===== src/hdl/two_class_priority_queue_bank_macros.svh =====
// assertion macros shared by the priority queue bank modules
// no dependencies; define NO_ASSERTIONS to compile them out
`ifndef TWO_CLASS_PRIORITY_QUEUE_BANK_MACROS_SVH
`define TWO_CLASS_PRIORITY_QUEUE_BANK_MACROS_SVH
`ifndef NO_ASSERTIONS
`define TPQ_ASSERT(lbl, clk, rst_n, prop, msg) \
    lbl: assert property (@(posedge clk) disable iff (!rst_n) prop) else $error(msg);
`define TPQ_ASSERT_IMP(lbl, clk, rst_n, ante, cons, msg) \
    `TPQ_ASSERT(lbl, clk, rst_n, (ante) |-> (cons), msg)
`define TPQ_ASSERT_NXT(lbl, clk, rst_n, ante, cons, msg) \
    `TPQ_ASSERT(lbl, clk, rst_n, (ante) |=> (cons), msg)
`else
`define TPQ_ASSERT(lbl, clk, rst_n, prop, msg)
`define TPQ_ASSERT_IMP(lbl, clk, rst_n, ante, cons, msg)
`define TPQ_ASSERT_NXT(lbl, clk, rst_n, ante, cons, msg)
`endif
`endif


===== src/hdl/tpq_pkg.sv =====
// shared constants, types and codes for the two-class priority queue bank
// no dependencies
package tpq_pkg;

    localparam int NUM_QUEUES = 32;
    localparam int DEPTH      = 8;
    localparam int TAG_WIDTH  = 16;

    localparam int CNT_W = $clog2(DEPTH + 1);
    localparam int QA_W  = (NUM_QUEUES > 1) ? $clog2(NUM_QUEUES) : 1;

    localparam int CMD_FIFO_DEPTH = 4;
    localparam int CF_PTR_W       = $clog2(CMD_FIFO_DEPTH);

    // external field widths
    localparam int IN_QIDX_W  = 5;
    localparam int IN_TAG_W   = 16;
    localparam int STATUS_W   = 2;
    localparam int OUT_TAG_W  = 16;
    localparam int S_TDATA_W  = 24;
    localparam int M_TDATA_W  = 24;
    localparam int M_PAD_W    = M_TDATA_W - OUT_TAG_W - 1;

    localparam logic REQ_ADD  = 1'b0;
    localparam logic REQ_TAKE = 1'b1;

    localparam logic [STATUS_W-1:0] STAT_ADDED = 2'd0;
    localparam logic [STATUS_W-1:0] STAT_FULL  = 2'd1;
    localparam logic [STATUS_W-1:0] STAT_TAKEN = 2'd2;
    localparam logic [STATUS_W-1:0] STAT_EMPTY = 2'd3;

    typedef struct packed {
        logic                 urg;
        logic [TAG_WIDTH-1:0] tag;
    } entry_t;

    typedef struct packed {
        logic [CNT_W-1:0]        fill;
        entry_t [DEPTH-1:0]      slot;
    } row_t;

    typedef struct packed {
        logic                 req;
        logic                 in_range;
        logic [QA_W-1:0]      qaddr;
        logic [TAG_WIDTH-1:0] tag;
        logic                 urg;
    } cmd_t;

    typedef struct packed {
        logic [STATUS_W-1:0]  status;
        logic [OUT_TAG_W-1:0] head_tag;
        logic                 head_urgent;
    } res_t;

endpackage


===== src/hdl/tpq_back.sv =====
// execution back end: row memory of all queues, read-modify-write of one
// queue row per command, result register; uses tpq_pkg
`include "two_class_priority_queue_bank_macros.svh"

module tpq_back (
    input  logic          aclk,
    input  logic          aresetn,
    input  logic          cmd_valid,
    input  tpq_pkg::cmd_t cmd,
    output logic          cmd_pop,
    output logic          out_valid,
    input  logic          out_ready,
    output tpq_pkg::res_t out_res
);

    localparam logic ST_IDLE = 1'b0;
    localparam logic ST_EXEC = 1'b1;

    tpq_pkg::row_t                     mem_row [tpq_pkg::NUM_QUEUES];
    logic [tpq_pkg::NUM_QUEUES-1:0]    valid_reg;
    logic                              state_reg, state_next;
    tpq_pkg::cmd_t                     cmd_reg;
    tpq_pkg::row_t                     row_rd_reg;
    logic                              valid_rd_reg;
    logic                              out_valid_reg, out_valid_next;
    tpq_pkg::res_t                     res_reg, res_next;

    logic [tpq_pkg::CNT_W-1:0]         n;
    logic                              full, empty;
    logic [tpq_pkg::DEPTH-1:0]         keep, prev_keep;
    tpq_pkg::entry_t                   new_entry;
    tpq_pkg::entry_t [tpq_pkg::DEPTH-1:0] shift_up, shift_dn;
    tpq_pkg::row_t                     add_row, pop_row, wr_row;
    logic                              exec_go, wr_en;
    logic [31:0]                       head_ext;

    assign cmd_pop = (state_reg == ST_IDLE) && cmd_valid;
    assign exec_go = (state_reg == ST_EXEC) && (!out_valid_reg || out_ready);

    // row update: urgent ones form a prefix of the occupied slots
    always_comb begin
        n         = valid_rd_reg ? row_rd_reg.fill : '0;
        full      = (n == tpq_pkg::CNT_W'(tpq_pkg::DEPTH));
        empty     = (n == '0);
        new_entry = '{urg: cmd_reg.urg, tag: cmd_reg.tag};
        for (int i = 0; i < tpq_pkg::DEPTH; i++) begin
            keep[i] = (tpq_pkg::CNT_W'(i) < n) && row_rd_reg.slot[i].urg;
        end
        prev_keep = {keep[tpq_pkg::DEPTH-2:0], 1'b1};
        shift_up  = {row_rd_reg.slot[tpq_pkg::DEPTH-2:0], new_entry};
        shift_dn  = {tpq_pkg::entry_t'('0), row_rd_reg.slot[tpq_pkg::DEPTH-1:1]};

        add_row.fill = n + 1'b1;
        for (int i = 0; i < tpq_pkg::DEPTH; i++) begin
            if (cmd_reg.urg) begin
                if (keep[i]) begin
                    add_row.slot[i] = row_rd_reg.slot[i];
                end else if (prev_keep[i]) begin
                    add_row.slot[i] = new_entry;
                end else begin
                    add_row.slot[i] = shift_up[i];
                end
            end else begin
                add_row.slot[i] = (tpq_pkg::CNT_W'(i) == n) ? new_entry : row_rd_reg.slot[i];
            end
        end

        pop_row.fill = n - 1'b1;
        pop_row.slot = shift_dn;

        wr_row = (cmd_reg.req == tpq_pkg::REQ_ADD) ? add_row : pop_row;
    end

    always_comb begin
        head_ext = 32'(row_rd_reg.slot[0].tag);
        res_next = '0;
        wr_en    = 1'b0;
        if (cmd_reg.req == tpq_pkg::REQ_ADD) begin
            if (!cmd_reg.in_range || full) begin
                res_next.status = tpq_pkg::STAT_FULL;
            end else begin
                res_next.status = tpq_pkg::STAT_ADDED;
                wr_en           = exec_go;
            end
        end else begin
            if (!cmd_reg.in_range || empty) begin
                res_next.status = tpq_pkg::STAT_EMPTY;
            end else begin
                res_next.status      = tpq_pkg::STAT_TAKEN;
                res_next.head_tag    = head_ext[tpq_pkg::OUT_TAG_W-1:0];
                res_next.head_urgent = row_rd_reg.slot[0].urg;
                wr_en                = exec_go;
            end
        end
    end

    always_comb begin
        state_next     = state_reg;
        out_valid_next = out_valid_reg;
        if (out_ready) begin
            out_valid_next = 1'b0;
        end
        case (state_reg)
            ST_IDLE: begin
                if (cmd_valid) begin
                    state_next = ST_EXEC;
                end
            end
            ST_EXEC: begin
                if (exec_go) begin
                    state_next     = ST_IDLE;
                    out_valid_next = 1'b1;
                end
            end
            default: state_next = ST_IDLE;
        endcase
    end

    always_ff @(posedge aclk) begin
        if (!aresetn) begin
            state_reg     <= ST_IDLE;
            out_valid_reg <= 1'b0;
            valid_reg     <= '0;
        end else begin
            state_reg     <= state_next;
            out_valid_reg <= out_valid_next;
            if (wr_en) begin
                valid_reg[cmd_reg.qaddr] <= 1'b1;
            end
        end
    end

    always_ff @(posedge aclk) begin
        if (cmd_pop) begin
            cmd_reg      <= cmd;
            row_rd_reg   <= mem_row[cmd.qaddr];
            valid_rd_reg <= valid_reg[cmd.qaddr];
        end
        if (wr_en) begin
            mem_row[cmd_reg.qaddr] <= wr_row;
        end
        if (exec_go) begin
            res_reg <= res_next;
        end
    end

    assign out_valid = out_valid_reg;
    assign out_res   = res_reg;

    `TPQ_ASSERT_NXT(a_pop_exec, aclk, aresetn, cmd_pop, state_reg == ST_EXEC, "popped command not executed")
    `TPQ_ASSERT_NXT(a_exec_result, aclk, aresetn, exec_go, out_valid_reg, "executed command gave no result")
    `TPQ_ASSERT_IMP(a_fill_bound, aclk, aresetn, (state_reg == ST_EXEC) && valid_rd_reg, row_rd_reg.fill <= tpq_pkg::CNT_W'(tpq_pkg::DEPTH), "queue fill beyond depth")
    `TPQ_ASSERT_NXT(a_row_valid, aclk, aresetn, wr_en, valid_reg[$past(cmd_reg.qaddr)], "written row not marked valid")

endmodule


===== config.mk =====
export PLATFORM = sky130hd
export DESIGN_NAME = tpq_back
export DESIGN_NICKNAME = d
export VERILOG_FILES = /design/src/hdl/tpq_pkg.sv /design/src/hdl/tpq_back.sv
export VERILOG_INCLUDE_DIRS = /design/src /design/src/hdl
export SDC_FILE = /design/constraint.sdc
export NUM_CORES = 2
export LEC_CHECK = 0
export BUFFER_PORTS_ARGS = -buffer_cell sky130_fd_sc_hd__buf_4
export CAP_MARGIN = 20
export CORE_AREA = 2 2 899 677
export DETAILED_ROUTE_END_ITERATION = 16
export DIE_AREA = 0 0 901 679
export PLACE_DENSITY_LB_ADDON = 0.15
export SLEW_MARGIN = 10
export SYNTH_ARGS = -nofsm -noshare
export SYNTH_HDL_FRONTEND = slang
export SYNTH_MEMORY_MAX_BITS = 65536
export SYNTH_SLANG_ARGS = --single-unit
export TNS_END_PERCENT = 10

===== constraint.sdc =====
create_clock -name aclk -period 19.47 [get_ports aclk]
set_input_delay 1.947 -clock aclk [delete_from_list [all_inputs] [get_ports aclk]]
set_output_delay 1.947 -clock aclk [all_outputs]
set_load 0.01 [all_outputs]

Yosys cells after proc, flatten, opt, wreduce, memory -nomap -nowiden
Memories as Yosys holds them, arrays and structs flattened. A register that Yosys moved wholly into a read port is not among the register bits.
Cells that the tools add are included.
{ "classes": {"n_addsub": 2, "n_lt_le_gt_ge": 11, "n_eq_ne": 8, "muxes": 51, "n_bitwise": 3, "reduce_logical": 18} }
{ "ops": {"columns": ["cell", "n"], "rows": [
  ["$mux 17", 31],
  ["$mux 140", 1],
  ["$or 32x32->32", 1],
  ["$eq 3x4->1 const A", 4],
  ["$lt 3x4->1 const A", 4],
  ["$mux 1", 14],
  ["$lt 5x6->1 const B", 2],
  ["$logic_and 1x1->1", 11],
  ["$eq 2x4->1 const A", 2],
  ["$lt 1x4->1 const A", 2],
  ["$lt 2x4->1 const A", 2],
  ["$bmux 1 s5", 1],
  ["$demux 1 s5", 1],
  ["$ge 5x1->1 const B", 1],
  ["$add 4x1->4 const B", 1],
  ["$eq 1x4->1 const A", 1],
  ["$eq 4x4->1 const B", 1],
  ["$logic_not 4->1", 1],
  ["$mux 4", 1],
  ["$sub 4x1->4 const B", 1],
  ["$logic_or 1x1->1", 3],
  ["$logic_not 1->1", 2],
  ["$mux 2", 1],
  ["$not 1->1", 2],
  ["other kinds (2)", 2]
]} }
{ "word_totals": {"regBits": 78, "ram_bits": 4480, "memories": 1} }
{ "memory_table": {"columns": ["memory", "depth", "word_bits", "read_ports", "rd_clocked_by_memory_dff", "write_ports", "line", "rtl"], "rows": [
  ["mem_row", 32, 140, 1, 1, 1, "tpq_back.sv:19", "tpq_pkg::row_t mem_row [tpq_pkg::NUM_QUEUES];"]
]} }

Logic depth before layout (Yosys ltp)
{ "logic_depth": {"depth_word": 7, "depth_mapped": 9} }

Least setup slack after synthesis
No wires, ideal clock.
{ "synth_path": {"kind": "input to register", "start": "input out_ready", "end": "memory mem_row[20][0] in the netlist's numbering, enable pin", "setup_ps": 987, "arrival_ps": 15719, "path_slack_ps": 2765, "cell_stages": 3, "n_path_buf": 0, "path_cell_list": "nand2b_1 -> nand3_1 -> nor4_1"} }
{ "synth_via": {"elab_chain_len": 6} }
{ "synth_rtl": {"columns": ["element", "line", "rtl"], "rows": [
  ["from (decl)", "tpq_back.sv:12", "input logic out_ready,"],
  ["$logic_or 1x1->1 *", "tpq_back.sv:38", "assign exec_go = (state_reg == ST_EXEC) && (!out_valid_reg || out_ready);"],
  ["$logic_and 1x1->1 *", "tpq_back.sv:38", null],
  ["$mux 1, on equally long branches", "tpq_back.sv:79, tpq_back.sv:86", null],
  ["$mux 1 *", "tpq_back.sv:78", "if (cmd_reg.req == tpq_pkg::REQ_ADD) begin"],
  ["$mux 1 *", "tpq_back.sv:139", "if (wr_en) begin"],
  ["$mux 1 (implied by the code) *", "tpq_back.sv:140", "mem_row[cmd_reg.qaddr] <= wr_row;"],
  ["to (decl)", "tpq_back.sv:19", null]
]} }
Every way passes the cells marked *; elsewhere a longest branch is shown, timed or not.

==> Flow_metrics.wiki <==
{| class="wikitable"
! Metric !! Value
|-
| First-pass detailed-route iteration total || 6
|-
| Most used cells in the layout excluding fill and tap cells || sky130_fd_sc_hd__edfxtp_1, sky130_fd_sc_hd__mux4_2, sky130_fd_sc_hd__o22ai_1
|-
| FILL cells || roughly 56,000
|-
| Clock tree sinks || approximately 4,700
|-
| Pwr per Cell Area || approximately 100 mW/mm2
|-
| Hold violation count in the final report || 0
|-
| TritonCTS Buffers || 460
|-
| Internal power of the cells || around 17 mW
|-
| Initial core utilization || 30.0%
|-
| Number of instances in the synthesized netlist || 8,231
|-
| Leakage power total || roughly 64 nW
|-
| Worst-case reg-to-reg path depth || 9
|-
| Net Switching || between 5 and 6 mW
|-
| Worst IR Drop VDD || 71.2 uV
|-
| Port Buffer Count || between 40 and 50
|-
| Worst hold path type || reg2reg
|-
| All-layer global routing usage || just under 20%
|-
| Normalized max-slew margin || between 10% and 20%
|-
| Post-detailed-route count of antenna-violating nets || 0
|-
| Register cell area after layout || around 0.14 mm2
|-
| Number of buffers inserted by hold repair at cts || 0
|-
| Post-place setup slack || ~13,000 ps
|-
| Register-to-Register Setup Slack || 13,860 ps
|-
| # placed instances || ~16,000
|-
| Result of the run || completed
|-
| Dominant cells by area after synthesis || sky130_fd_sc_hd__edfxtp_1, sky130_fd_sc_hd__mux4_2, sky130_fd_sc_hd__o22ai_1
|-
| Library cell occupying the most area in the post-synthesis netlist || sky130_fd_sc_hd__edfxtp_1
|-
| # Post-CTS Setup Buffers || 0
|-
| Critical path launch point type || primary input
|-
| CP arrival || approximately 6700 ps
|-
| P&R area growth vs syn || 15.2%
|-
| Final Util || between 30% and 40%
|-
| Total nets after synthesis || 8,259
|-
| Final Slew Violations || 0
|-
| Site Rows || around 250
|-
| Final nets || 8,640
|-
| Placed Area || between 0.15 and 0.2 mm2
|-
| Clock period minus worst slack || approximately 5800 ps
|-
| Max-cap violation count || 0
|-
| Final period utilization || 29.9%
|-
| Finished layout cell area || roughly 0.21 mm2
|-
| Final Routed Wirelength || roughly 600 mm
|-
| Core Region || 0.602 mm2
|-
| Global-route wire length before repair || 832 mm
|-
| Distinct cells, synth || 72
|-
| Post-detailed-route wirelength per cell || 36.5 um
|-
| Pin count of the biggest net entering global routing || about 110
|-
| Capture point of the worst reg-to-reg path || mem_row[29][64]
|-
| Worst Hold Path EP || valid_reg[20]
|-
| Register bit count reported by yosys || 4,698
|-
| Most common library cell in the layout ignoring fill and taps || sky130_fd_sc_hd__edfxtp_1
|-
| Clock root cell || sky130_fd_sc_hd__clkbuf_16
|-
| Height of the die || 679 um
|-
| Initial antenna violation count || 44
|-
| Worst-case hold slack || around 460 ps
|-
| Latest clock arrival within the worst-skew pair || ~1100 ps
|-
| Width of the chip || about 900 um
|-
| Max FFs per register || between 4,000 and 5,000
|-
| Drt first-iter violations || 12,200
|-
| CTS H-tree depth || 5
|-
| Post-route total power || 21.7 mW
|-
| Number of global-route vias before repair || about 94,000
|-
| Via count normalized by instance count || between 5 and 6
|-
| Total vias in the final route || approximately 94,000
|-
| Die area || 0.612 mm2
|-
| Setup repair after global routing missed its margin || no
|-
| Sum of overflow across all layers after global routing || 0
|-
| Start point of the worst hold path || valid_reg[20]
|-
| Endpoint class of the critical path || flop
|-
| Number of cells on the worst hold path || 1
|-
| Total Neg Setup Slack || 0 ps
|-
| Required time of the critical path || between 20,000 and 25,000 ps
|-
| Area fraction of the dominant cell type after synthesis || between 70 and 80%
|-
| Maximum achievable frequency || ~0.17 GHz
|-
| Sequential element share of the synthesized area || between 70% and 80%
|-
| Clk slew on worst S/H paths || about 60 ps
|-
| Weighted congestion reported at the end of routability-driven placement || between 0.7 and 0.8
|-
| Part of the power in the clock network || around 40%
|-
| Count of boundary I/O pins || 49
|-
| Critical path peak fanout || between 100 and 150
|-
| Most frequently used flop master after synthesis || sky130_fd_sc_hd__edfxtp_1
|-
| DRC viols || 0
|-
| Fraction of power spent switching nets || between 20% and 30%
|-
| Setup Viol. Count Final || 0
|-
| Number of gates resized after CTS || 0
|-
| Setup ws final || 13,660 ps
|-
| Ys async rst share || 0%
|-
| Cell Area, Synth || 0.180 mm2
|-
| Half-perimeter wire length of the detailed placement result || 315 mm
|-
| Worst Max-Slew Pin Slew || 1220 ps
|-
| Final Skew || 75.1 ps
|-
| Area of combinational cells with multiple inputs || between 0.03 and 0.04 mm2
|-
| Startpoint-to-endpoint class of the critical path || in2reg
|-
| Clock tree from TritonCTS || yes
|-
| Share of final-layout standard cells stronger than drive strength 1 || 26.3%
|-
| Synthesized area per cell || 21.9 um2
|-
| Final instance count without filler cells || 17,000
|-
| Number of warnings reported in the yosys synthesis log || 0
|-
| Number of enable flip-flop cells after synthesis || 4,664
|-
| Reg power frac || between 50% and 60%
|-
| Start of the worst register-to-register path || cmd_reg[23]
|-
| Comb pwr share || roughly 6.6%
|-
| Maximum count of clock buffers along a single path || 4
|}
==> worst max-delay path by stage <==
stage | endpoint | slack (ps) | depth (start not counted) | startpoint
2_1_floorplan | mem_row[20][0] | 2760 | 3 | out_ready
3_3_place_gp | pop_row[42] | 12500 | 8 | cmd[19]
3_5_place_dp | pop_row[42] | 12510 | 8 | cmd[19]
4_1_cts | pop_row[81] | 13690 | 8 | cmd[19]
5_1_grt | pop_row[41] | 13300 | 8 | cmd[17]
6_report | pop_row[42] | 13660 | 8 | cmd[19]
==> cells by family after synthesis <==
family,synth area share [%]
flip-flops,78.0
multiplexers,15.1
AO/OA/AOI/OAI,3.72
AND/OR/NAND/NOR,1.73
buffers and inverters,1.47
XOR/XNOR,0.00971
==> cell usage after synthesis (20+ instances only) <==
cell type and count:
sky130_fd_sc_hd__dfxtp_1 34, sky130_fd_sc_hd__o21a_1 33, sky130_fd_sc_hd__mux2_2 59, sky130_fd_sc_hd__a22oi_1 110
sky130_fd_sc_hd__and2_1 36, sky130_fd_sc_hd__mux4_2 1040, sky130_fd_sc_hd__a221o_1 32, sky130_fd_sc_hd__buf_1 30
sky130_fd_sc_hd__nand2_1 99, sky130_fd_sc_hd__o22ai_1 494, sky130_fd_sc_hd__a31oi_1 36, sky130_fd_sc_hd__nor2_1 51
sky130_fd_sc_hd__buf_2 165, sky130_fd_sc_hd__buf_4 72, sky130_fd_sc_hd__nor3_1 58, sky130_fd_sc_hd__nor4_1 129
sky130_fd_sc_hd__nand3_1 103, sky130_fd_sc_hd__o21ai_0 97, sky130_fd_sc_hd__mux2i_1 303, sky130_fd_sc_hd__clkbuf_1 255
sky130_fd_sc_hd__inv_1 20, sky130_fd_sc_hd__edfxtp_1 4664, sky130_fd_sc_hd__a221oi_1 44, sky130_fd_sc_hd__nand4_1 29
sky130_fd_sc_hd__a21oi_1 45
==> metal layers <==
layer | vias to the layer above | track usage [%] | routed length [um]
met3 | 785 | 2.55 | 40300
met1 | 52900 | 29.6 | 283000
met4 | 6 | 4.22 | 13700
li1 | 36200 | - | -
met5 | - | 0 | 41
met2 | 3928 | 30.4 | 281000
==> power groups by stage <==
stage                     registers [mW]  clock network (mW)  logic [mW]
after floorplan                     11.7                   0       0.781
after global placement              11.7                   0        1.38
after global routing                11.5                9.33        1.53
after detailed placement            11.7                   0        1.42
final                               11.5                8.77        1.44
after CTS                           11.5                8.95        1.42
==> cell type report <==
cell class | count | share of cell area [%]
clock inverter | 270 | 1.13
clock buffer | 570 | 5.80
antenna | 3 | 0.00361
inverter | 21 | 0.0385
multi-input combinational | 2978 | 18.5
timing repair buffer | 453 | 2.00
tap | 7968 | 4.80
sequential | 4698 | 67.7
==> worst max-delay path: stages <==
cell and delay, ps:
sky130_fd_sc_hd__buf_12 450, sky130_fd_sc_hd__buf_12 600, sky130_fd_sc_hd__buf_4 730, sky130_fd_sc_hd__buf_4 820, sky130_fd_sc_hd__buf_4 850, sky130_fd_sc_hd__mux4_2 370, sky130_fd_sc_hd__o22ai_1 110, sky130_fd_sc_hd__nor4_1 400
Note: power is estimated with default switching activity, not from simulation.
